--- src/rtl/core/pai_cell.sv ---
`timescale 1ns / 1ps
module pai_cell #(
  parameter int unsigned DW = 160
) (
  input  logic          clk_i,
  input  logic          shift_i,
  input  logic          load_i,
  input  logic [DW-1:0] load_data_i,
  input  logic [DW-1:0] next_data_i,
  output logic [DW-1:0] data_o
);

  logic [DW-1:0] data_q;

  always_ff @(posedge clk_i) begin
    if (load_i) begin
      data_q <= load_data_i;
    end else if (shift_i) begin
      data_q <= next_data_i;
    end
  end

  assign data_o = data_q;

endmodule

--- config.mk ---
export PLATFORM = sky130hd
export DESIGN_NAME = pai_cell
export DESIGN_NICKNAME = d
export VERILOG_FILES = /design/src/rtl/core/pai_cell.sv
export SDC_FILE = /design/constraint.sdc
export NUM_CORES = 1
export LEC_CHECK = 0
export BUFFER_PORTS_ARGS = -buffer_cell sky130_fd_sc_hd__buf_2
export CORE_AREA = 4 4 186 188
export CTS_CLUSTER_SIZE = 12
export DETAILED_ROUTE_END_ITERATION = 8
export DIE_AREA = 0 0 190 192
export GPL_TIMING_DRIVEN = 0
export PLACE_DENSITY = 0.56
export SYNTH_ARGS = -nofsm -noshare
export SYNTH_HDL_FRONTEND = slang
export SYNTH_SLANG_ARGS = --single-unit
--- constraint.sdc ---
create_clock -name clk_i -period 7.8 [get_ports clk_i]
set_input_delay 2.34 -clock clk_i [delete_from_list [all_inputs] [get_ports clk_i]]
set_output_delay 2.34 -clock clk_i [all_outputs]
set_load 0.03 [all_outputs]
Word level (Yosys, flattened, before mapping)
Index checks and enable logic that the tools add are counted.
{ "totals": {"reg_bits": 160, "latch_bits": 0, "ramBits": 0, "romBits": 0, "in_bits": 323, "elab_cells": 4, "mem_count": 0} }
{ "classes": {"add_sub_neg": 0, "multipliers": 0, "n_div": 0, "order_cmp": 0, "eq_ne": 0, "n_shift": 0, "muxes": 2, "bitwise_logic": 0, "n_reduce_logical": 1} }
{ "op_table": {"columns": ["cell", "count"], "rows": [
  ["$mux W160", 2],
  ["$reduce_bool A2 Y1", 1]
]} }

Logic depth before layout (Yosys ltp)
Gate-level depths: netlist (run 1).
{ "depth": {"word_depth": 2, "mapped_depth": 4, "mapped_depth_nobuf": 1} }

Worst setup path before layout (run 1)
OpenSTA, ideal clock, no wires.
{ "synth_timing": {"path_kind": "in2reg", "startpoint": "in load_i", "endpoint": "reg data_q[0], in the netlist data_o[0] (enable)", "setup_ns": 0.531, "t_arrival_ns": 6.261, "setup_slack_ns": 1.008, "path_stages": 4, "path_buffers": 3, "path_cell_list": "buf_6 buf_6 buf_6 or2_1"} }
{ "synth_between": {"elab_chain_cells": 1} }
{ "synth_lines": {"columns": ["element", "line_no", "text"], "rows": [
  ["start: declaration", "7", "input logic load_i,"],
  ["$reduce_bool A2 Y1 (no source line)", null, null],
  ["end signal: assignment", "17", "data_q <= load_data_i;"],
  ["end signal: assignment", "19", "data_q <= next_data_i;"],
  ["end: declaration", "13", "logic [DW-1:0] data_q;"]
]} }
No other way between the ends.
A chain may end at the register's enable or synchronous reset.

Worst setup path in the final report (run 1)
{ "layout_timing": {"startpoint": "in load_i", "endpoint": "reg data_q[106], in the netlist data_o[106] (enable)"} }
Same word-level chain as after synthesis.

==> metrics.txt, run 1 <==
CTS resizes=0; footprint of the multi-input gates=0.00214 mm²; area added between synthesis and finish=51.3%; Iter 0 DRT Violations=124; CP top delay family=buffers and inverters; cell row count=67; synthesized area per cell=21.0 µm²; crit-path cells=buf_6, buf_6, buf_6, or2_4, buf_16; Startpoint Class=input pin; Placed Instances=1270; slowest CP cell=or2_4; Crit Path Category=input pin to flop; Routed WL=22.0 mm; Leakage=4.94 nW; worst hold-check path type=input pin to flop; Fin Hold WS=2200 ps; Combinational Power Share=21.0%; RSZ-0062 raised after global routing=false; crit-path max FO=66; fin nets=1164; Slew Viols, Final=0; clock transition at the registers of the reported paths=approximately 70 ps; Post-synth top flop=edfxtp_1; hold violation count in the final report=0; I/O Buffers=481; Seq/Total Area, Yosys=67.6%; sequential cell area=0.00480 mm²; CTS H-tree lvls=4; Core Box Area=0.0331 mm²; top-count cell post-synth=edfxtp_1; vias in the first global route=5285; Slew HR=a little under 60%; gpl congestion=0.770; Internal=1.80 mW; vias per cell=3.79; CTS root buffer=clkbuf_16; Design Area, Final=0.0107 mm²; Peak Freq=261 MHz; Setup Fix Bufs, Post-CTS=0; Yosys top cell area share=67.6%; fin crit share=between 40% and 50%; largest net degree at the start of global routing=67; top cell type by total area after synthesis=edfxtp_1; synth unique cells=6; placed inst area=~0.010 mm²; final setup fails=0; CTS tree=done; CTS max path bufs=2; CTS Hold Bufs=0; filler cell count=about 3.3k; die width=190 µm; clock sinks=160; Inserted Clock Buffers=17; NetSw=0.693 mW; worst vdd ir=roughly 0.00013 V; DRC=0; ys async rst share=0%; Die Area=between 0.03 and 0.04 mm²; worst path bufs/invs=4; fin cells=1301; EDFF count, synth=160; Worst Tran Pin Value=634 ps; CP Capture Type=flop; final core utilization=about a third; most frequent cells after synthesis=edfxtp_1 (160), mux2_4 (89), mux2_2 (71); Synth area leaders=edfxtp_1 (68%), mux2_4 (19%), mux2_2 (11%); Final Total Pwr=roughly 2.5 mW; Pwr Density=232 mW/mm²; # Max-Cap Violations=0; Mapped Cells=339; Synth Net Count=~660; gr usage total=11.3%; DR vias=4936; Worst EP required=7900 ps; outcome=finished clean; max reg flops=160; Pre-antenna DRT Iters=4; share of layout cells above drive strength 1=about four fifths; Starting Density=a little over a fifth; sw frac=about 28%; Final ANT Viol Nets=0; initial antenna violation count=2; first-pass GRT wire length=30.4 mm; Flop pwr share=43.3%; synthesized area=0.00711 mm²; #FFs+latches synth=160; drt wl/cell=~17 µm; post-route minimum period=roughly 3800 ps; clock power share=35.6%; DP Wirelength=roughly 18 mm; total grt overflow=0; crit-path max cell delay=550 ps; io pins=~480; Top cell by count, worst path=buf_6; DIE HEIGHT=192 µm; critical path arrival=between 3000 and 4000 ps; Synth Warn #=0
-- kinds of logic (layout without fill, tap and decap cells) --
family | Yosys count | in the layout | share of synthesized area (%)
other cells | 0 | 1 | 0
mux | 160 | 160 | 30.1
flops | 160 | 160 | 67.6
buf+inv | 18 | 531 | 2.24
simple gates | 1 | 1 | 0.0881
-- stage by stage --
step	setup TNS, ps	worst slack (ps)
6_report	0	3970
3_5_place_dp	0	3450
3_3_place_gp	-140550	-898
4_1_cts	0	3950
2_1_floorplan	0	1010
5_1_grt	0	3870
-- layout by cell type (no fill, tap or decap), drive strengths merged --
cell type / count
inv: 3
mux2: 160
diode: 1
edfxtp: 160
or2: 1
clkinvlp: 4
buf: 501
clkinv: 1
clkbuf: 18
bufinv: 4
-- area by class of cell --
type                    instances  share of cell area (%)
clock inverters                12                    1.72
plain buffers                  18                    1.48
well taps                     448                    5.22
diodes                          1                  0.0233
clock buffers                  18                    3.99
multi-input cells             161                    20.0
flip-flops and latches        160                    44.7
repair buffers                483                    22.9
-- power groups by stage --
stage	logic [mW]	registers [mW]	clock network, mW
after global placement	0.527	1.10	0
final	0.524	1.08	0.888
after detailed placement	0.533	1.10	0
after CTS	0.533	1.08	0.922
after global routing	0.556	1.09	0.952
after floorplan	0.123	1.30	0
-- worst paths after layout --
check                         from     endpoint  depth (start not counted)
setup / recovery            load_i  data_o[106]                          5
hold / removal    next_data_i[121]  data_o[121]                          2
-- metal layers --
layer	part of all wire (%)	wire [µm]	vias up	GRT usage [%]
met4	1.8	397	2	4.42
met5	0.059	13	-	0
met1	35	7750	2282	11.5
met3	11	2320	25	5.02
met2	52	11500	289	20.5
li1	-	-	2338	-
No activity file was read; power rests on OpenSTA's default activity.
==> run 2, diff against run 1 <==
clock period = 4 ns   (was 7.8 ns; I/O delays follow)
==> metrics.txt, run 2 (synthesis gave the netlist of run 1 again) <==
vias per cell=3.76 (-0.87%); Pre-antenna DRT Iters=4 (unchanged); crit-path max FO=66 (unchanged); Leakage=4.98 nW (+0.70%); die width=190 µm (unchanged); Inserted Clock Buffers=17 (unchanged); clock transition at the registers of the reported paths=70 ps (about the same); DRC=0 (unchanged); Core Box Area=0.0331 mm² (unchanged); Top cell by count, worst path=buf_6; met1 Track Usage GR=11.6% (+0.090 points); CTS resizes=0 (unchanged); CTS tree=done; Routed WL=21.9 mm (-0.15%); Slew Viols, Final=0 (unchanged); share of layout cells above drive strength 1=80.9% (-0.19 points); worst min-delay path startpoint=next_data_i[145]; worst vdd ir=0.000266 V (+100%); Peak Freq=387 MHz; commonest non-fill, non-tap cell in the layout=buf_2; met3 usage=4.42% (-0.60 points); Worst Tran Pin Value=500 ps (-134 ps); DR vias=4897 (-0.79%); CTS max path bufs=2 (unchanged); vias in the first global route=5072 (-4.0%); Pwr Density=462 mW/mm² (+99%); DIE HEIGHT=192 µm (unchanged); area added between synthesis and finish=51.9%; Fin Hold WS=1060 ps (-1140 ps); final setup fails=0 (unchanged); worst setup margin=1410 ps (-2560 ps); first-pass GRT wire length=30.1 mm (-1.0%); Setup Fix Bufs, Post-CTS=0 (unchanged); Slew HR=66.7% (+9.0 points); DP Wirelength=17.9 mm (-0.29%); Die Area=0.0365 mm² (unchanged); initial antenna violation count=0 (-2); gr usage total=11.3% (-0.055 points); CP Capture Type=flop; largest net degree at the start of global routing=67 (unchanged); CTS Hold Bufs=0 (unchanged); clock sinks=160 (unchanged); fin crit share=64.6%; pre-CTS WS=920 ps (-2530 ps); outcome=finished clean; Worst EP required=4090 ps (-3810 ps); Min-Delay Endpoint=data_o[145]; Startpoint Class=input pin; met2 usage=20.4% (-0.041 points); I/O Buffers=481 (unchanged); io pins=483 (unchanged); filler cell count=3326 (-0.24%); hold violation count in the final report=0 (unchanged); worst hold-check path type=input pin to flop; slowest CP cell=or2_4; n_diodes=0 (-1); Iter 0 DRT Violations=122 (-1.6%); busiest grt layer=met2; cell row count=67 (unchanged); Starting Density=21.5% (unchanged); # Max-Cap Violations=0 (unchanged); gpl congestion=0.779 (+1.2%); CTS H-tree lvls=4 (unchanged); Final ANT Viol Nets=0 (unchanged); Final Total Pwr=4.99 mW (+100%); Crit Path Category=input pin to flop; fin nets=1164 (unchanged); CTS root buffer=clkbuf_16; commonest non-fill, non-tap cells in the layout=buf_2 (488), edfxtp_1 (160), mux2_4 (89); critical path arrival=2680 ps (-1240 ps); RSZ-0062 raised after global routing=false; crit-path max cell delay=470 ps (-80 ps); post-route minimum period=around 2600 ps; Hold Crit Depth=2 (unchanged); total grt overflow=0 (unchanged); crit-path cells=buf_6, buf_6, buf_6, or2_4, buf_16; drt wl/cell=16.8 µm (-0.23%); max reg flops=160 (unchanged)
[run 2: cell types whose count changed in the layout (fill, tap and decap cells not counted)]
| cell | before | now |
|---|---|---|
| clkinvlp_4 | 4 | 1 |
| clkbuf_1 | 1 | 0 |
| diode_2 | 1 | 0 |
| inv_6 | 3 | 1 |
| clkinv_2 | 0 | 1 |
| clkinv_1 | 0 | 3 |
| clkinv_4 | 1 | 3 |
| bufinv_16 | 4 | 6 |
[run 2: final cells by class]
| cell class | instances | area (µm²) | share of cell area [%] |
|---|---|---|---|
| Buffer | 18 | 159 | 1.47 |
| Clock inverter | 15 | 239 | 2.21 |
| Sequential cell | 160 | 4800 | 44.5 |
| Clock buffer | 17 | 425 | 3.94 |
| Multi-Input combinational cell | 161 | 2140 | 19.9 |
| Tap cell | 448 | 561 | 5.19 |
| Timing Repair Buffer | 483 | 2460 | 22.8 |
[run 2: where the power goes]
group | internal [mW] | switching (mW) | total, mW
Combinational | 0.402 | 0.622 | 1.02
Clock | 1.17 | 0.692 | 1.86
Sequential | 2.06 | 0.0442 | 2.10
Total | 3.63 | 1.36 | 4.99
[run 2: per-layer routing]
metal | wire (µm) | vias up | share of wire (%)
met2 | 11500 | 287 | 53
li1 | - | 2344 | -
met1 | 7810 | 2244 | 36
met3 | 2170 | 22 | 9.9
met4 | 405 | 0 | 1.8
met5 | 0 | - | 0
[run 2: how the worst max path moves through the flow]
stage	endpoint	cells past startpoint	slack, ps	start
final	data_o[42]	5	1410	load_i
after global routing	data_o[43]	5	1340	load_i
after CTS	data_o[15]	5	1430	load_i
after detailed placement	data_o[43]	5	920	load_i
after global placement	data_o[43]	4	-20	load_i
after floorplan	data_o[0]	4	760	load_i
[run 2: critical path, delay by kind of cell]
| family | cells | cell delay (ps) |
|---|---|---|
| buffers and inverters | 4 | 900 |
| AND/OR/NAND/NOR | 1 | 470 |
[run 2: through the flow]
step	instance area, µm²	setup TNS [ps]	util [%]	cells
6_report	10800	0	32.6	1302
5_1_grt	10800	0	32.6	1302
4_1_cts	10800	0	32.6	1302
3_5_place_dp	10100	0	30.6	1270
3_3_place_gp	10100	-755	30.4	1268
2_1_floorplan	7110	0	-	339
==> run 3, diff against run 2 <==
clock period = 2.45 ns   (was 4 ns; I/O delays follow)
==> metrics.txt, run 3 (synthesis gave the netlist of run 1 again) <==
largest net degree at the start of global routing=68 (+1.5%); share of layout cells above drive strength 1=81.0% (+0.095 points); Startpoint Class=input pin; drt wl/cell=17.1 µm (+1.8%); Worst EP required=2540 ps (-1550 ps); Pwr Density=714 mW/mm² (+55%); commonest non-fill, non-tap cells in the layout=buf_2 (488), edfxtp_1 (160), mux2_4 (89); CTS H-tree lvls=4 (unchanged); Die Area=0.0365 mm² (unchanged); Slew Viols, Final=0 (unchanged); Routed WL=22.3 mm (+1.8%); hold violation count in the final report=0 (unchanged); Core Box Area=0.0331 mm² (unchanged); max reg flops=160 (unchanged); I/O Buffers=481 (unchanged); commonest non-fill, non-tap cell in the layout=buf_2; filler cell count=3338 (+0.36%); Worst Tran Pin Value=530 ps (+30.6 ps); total grt overflow=0 (unchanged); fin cells=1302 (unchanged); vias per cell=3.76 (about the same); gpl congestion=0.798 (+2.4%); gr usage total=11.6% (+0.27 points); Setup Total Neg Slack=0 ps (unchanged); CP Capture Type=flop; Placed Instances=1270 (unchanged); pre-CTS WS=-112 ps (-1030 ps); CTS Hold Bufs=0 (unchanged); DIE HEIGHT=192 µm (unchanged); Peak Freq=483 MHz; worst vdd ir=0.000434 V (+63%); DR vias=4898 (+0.020%); Pre-antenna DRT Iters=4 (unchanged); final setup fails=0 (unchanged); CTS max path bufs=2 (unchanged); RSZ-0062 raised after global routing=false; clock transition at the registers of the reported paths=70 ps (about the same); DRC=0 (unchanged); worst setup margin=382 ps (-1030 ps); Leakage=4.91 nW (-1.3%); Setup Fix Bufs, Post-CTS=0 (unchanged); CTS resizes=0 (unchanged); die width=190 µm (unchanged); DP Wirelength=18.2 mm (+1.7%); Setup crit start=load_i; fin crit share=a little over four fifths; critical path arrival=2160 ps (-520 ps); clock sinks=160 (unchanged); CTS tree=done; Iter 0 DRT Violations=126 (+3.3%); first-pass GRT wire length=30.9 mm (+2.6%); vias in the first global route=5198 (+2.5%); outcome=finished clean; Inserted Clock Buffers=17 (unchanged); io pins=483 (unchanged); cell row count=67 (unchanged); post-route minimum period=2070 ps; Crit Path Category=input pin to flop; crit-path max FO=67 (+1.5%); # Max-Cap Violations=0 (unchanged); Slew HR=64.6% (-2.0 points); Starting Density=21.5% (unchanged); initial antenna violation count=1 (+1); Setup crit end=data_o[64]; worst hold-check path type=input pin to flop; area added between synthesis and finish=50.4%; Final ANT Viol Nets=0 (unchanged); CTS root buffer=clkbuf_16; final core utilization=32.3% (-0.32 points); fin nets=1164 (unchanged)
-- run 3: stage by stage --
stage | hold slack (ps) | cell area [µm²] | total power [mW]
after floorplan | 952 | 7120 | 4.53
after global placement | 1040 | 10100 | 5.18
after detailed placement | 1040 | 10100 | 5.20
after CTS | 561 | 10700 | 7.77
after global routing | 549 | 10700 | 7.97
final | 594 | 10700 | 7.63
-- run 3: how the worst min path moves through the flow --
| stage | from | end | slack (ps) | cells past startpoint |
|---|---|---|---|---|
| 6_report | load_data_i[80] | data_o[80] | 590 | 2 |
| 5_1_grt | next_data_i[79] | data_o[79] | 550 | 2 |
| 4_1_cts | next_data_i[98] | data_o[98] | 560 | 2 |
| 3_5_place_dp | next_data_i[153] | data_o[153] | 1040 | 2 |
| 3_3_place_gp | next_data_i[153] | data_o[153] | 1040 | 2 |
| 2_1_floorplan | load_data_i[100] | data_o[100] | 950 | 1 |
-- run 3: report_power, final --
| part | leakage, nW | total, mW | internal [mW] | switching (mW) |
|---|---|---|---|---|
| clock | 0.252 | 2.51 | 1.39 | 1.12 |
| sequential | 1.63 | 3.44 | 3.36 | 0.0755 |
| combinational | 3.03 | 1.68 | 0.659 | 1.02 |
-- run 3: per-layer routing --
metal	wire (µm)	up-vias	GRT usage, %
met1	7950	2240	11.8
li1	-	2342	-
met2	11800	302	21.3
met4	259	0	3.06
met5	0	-	0
met3	2370	14	5.36
-- run 3: critical path, cell delays in order --
cell and delay [ps]:
buf_8 110, buf_8 200, buf_8 180, or2_4 480
buf_16 340
-- run 3: final cells by class --
type,instances,area (µm²),area share (%)
well taps,448,561,5.24
plain buffers,18,170,1.59
diodes,1,2.50,0.0234
repair buffers,483,2460,23.0
multi-input cells,161,2140,20.1
clock inverters,13,116,1.09
flip-flops and latches,160,4800,44.9
clock buffers,18,429,4.01
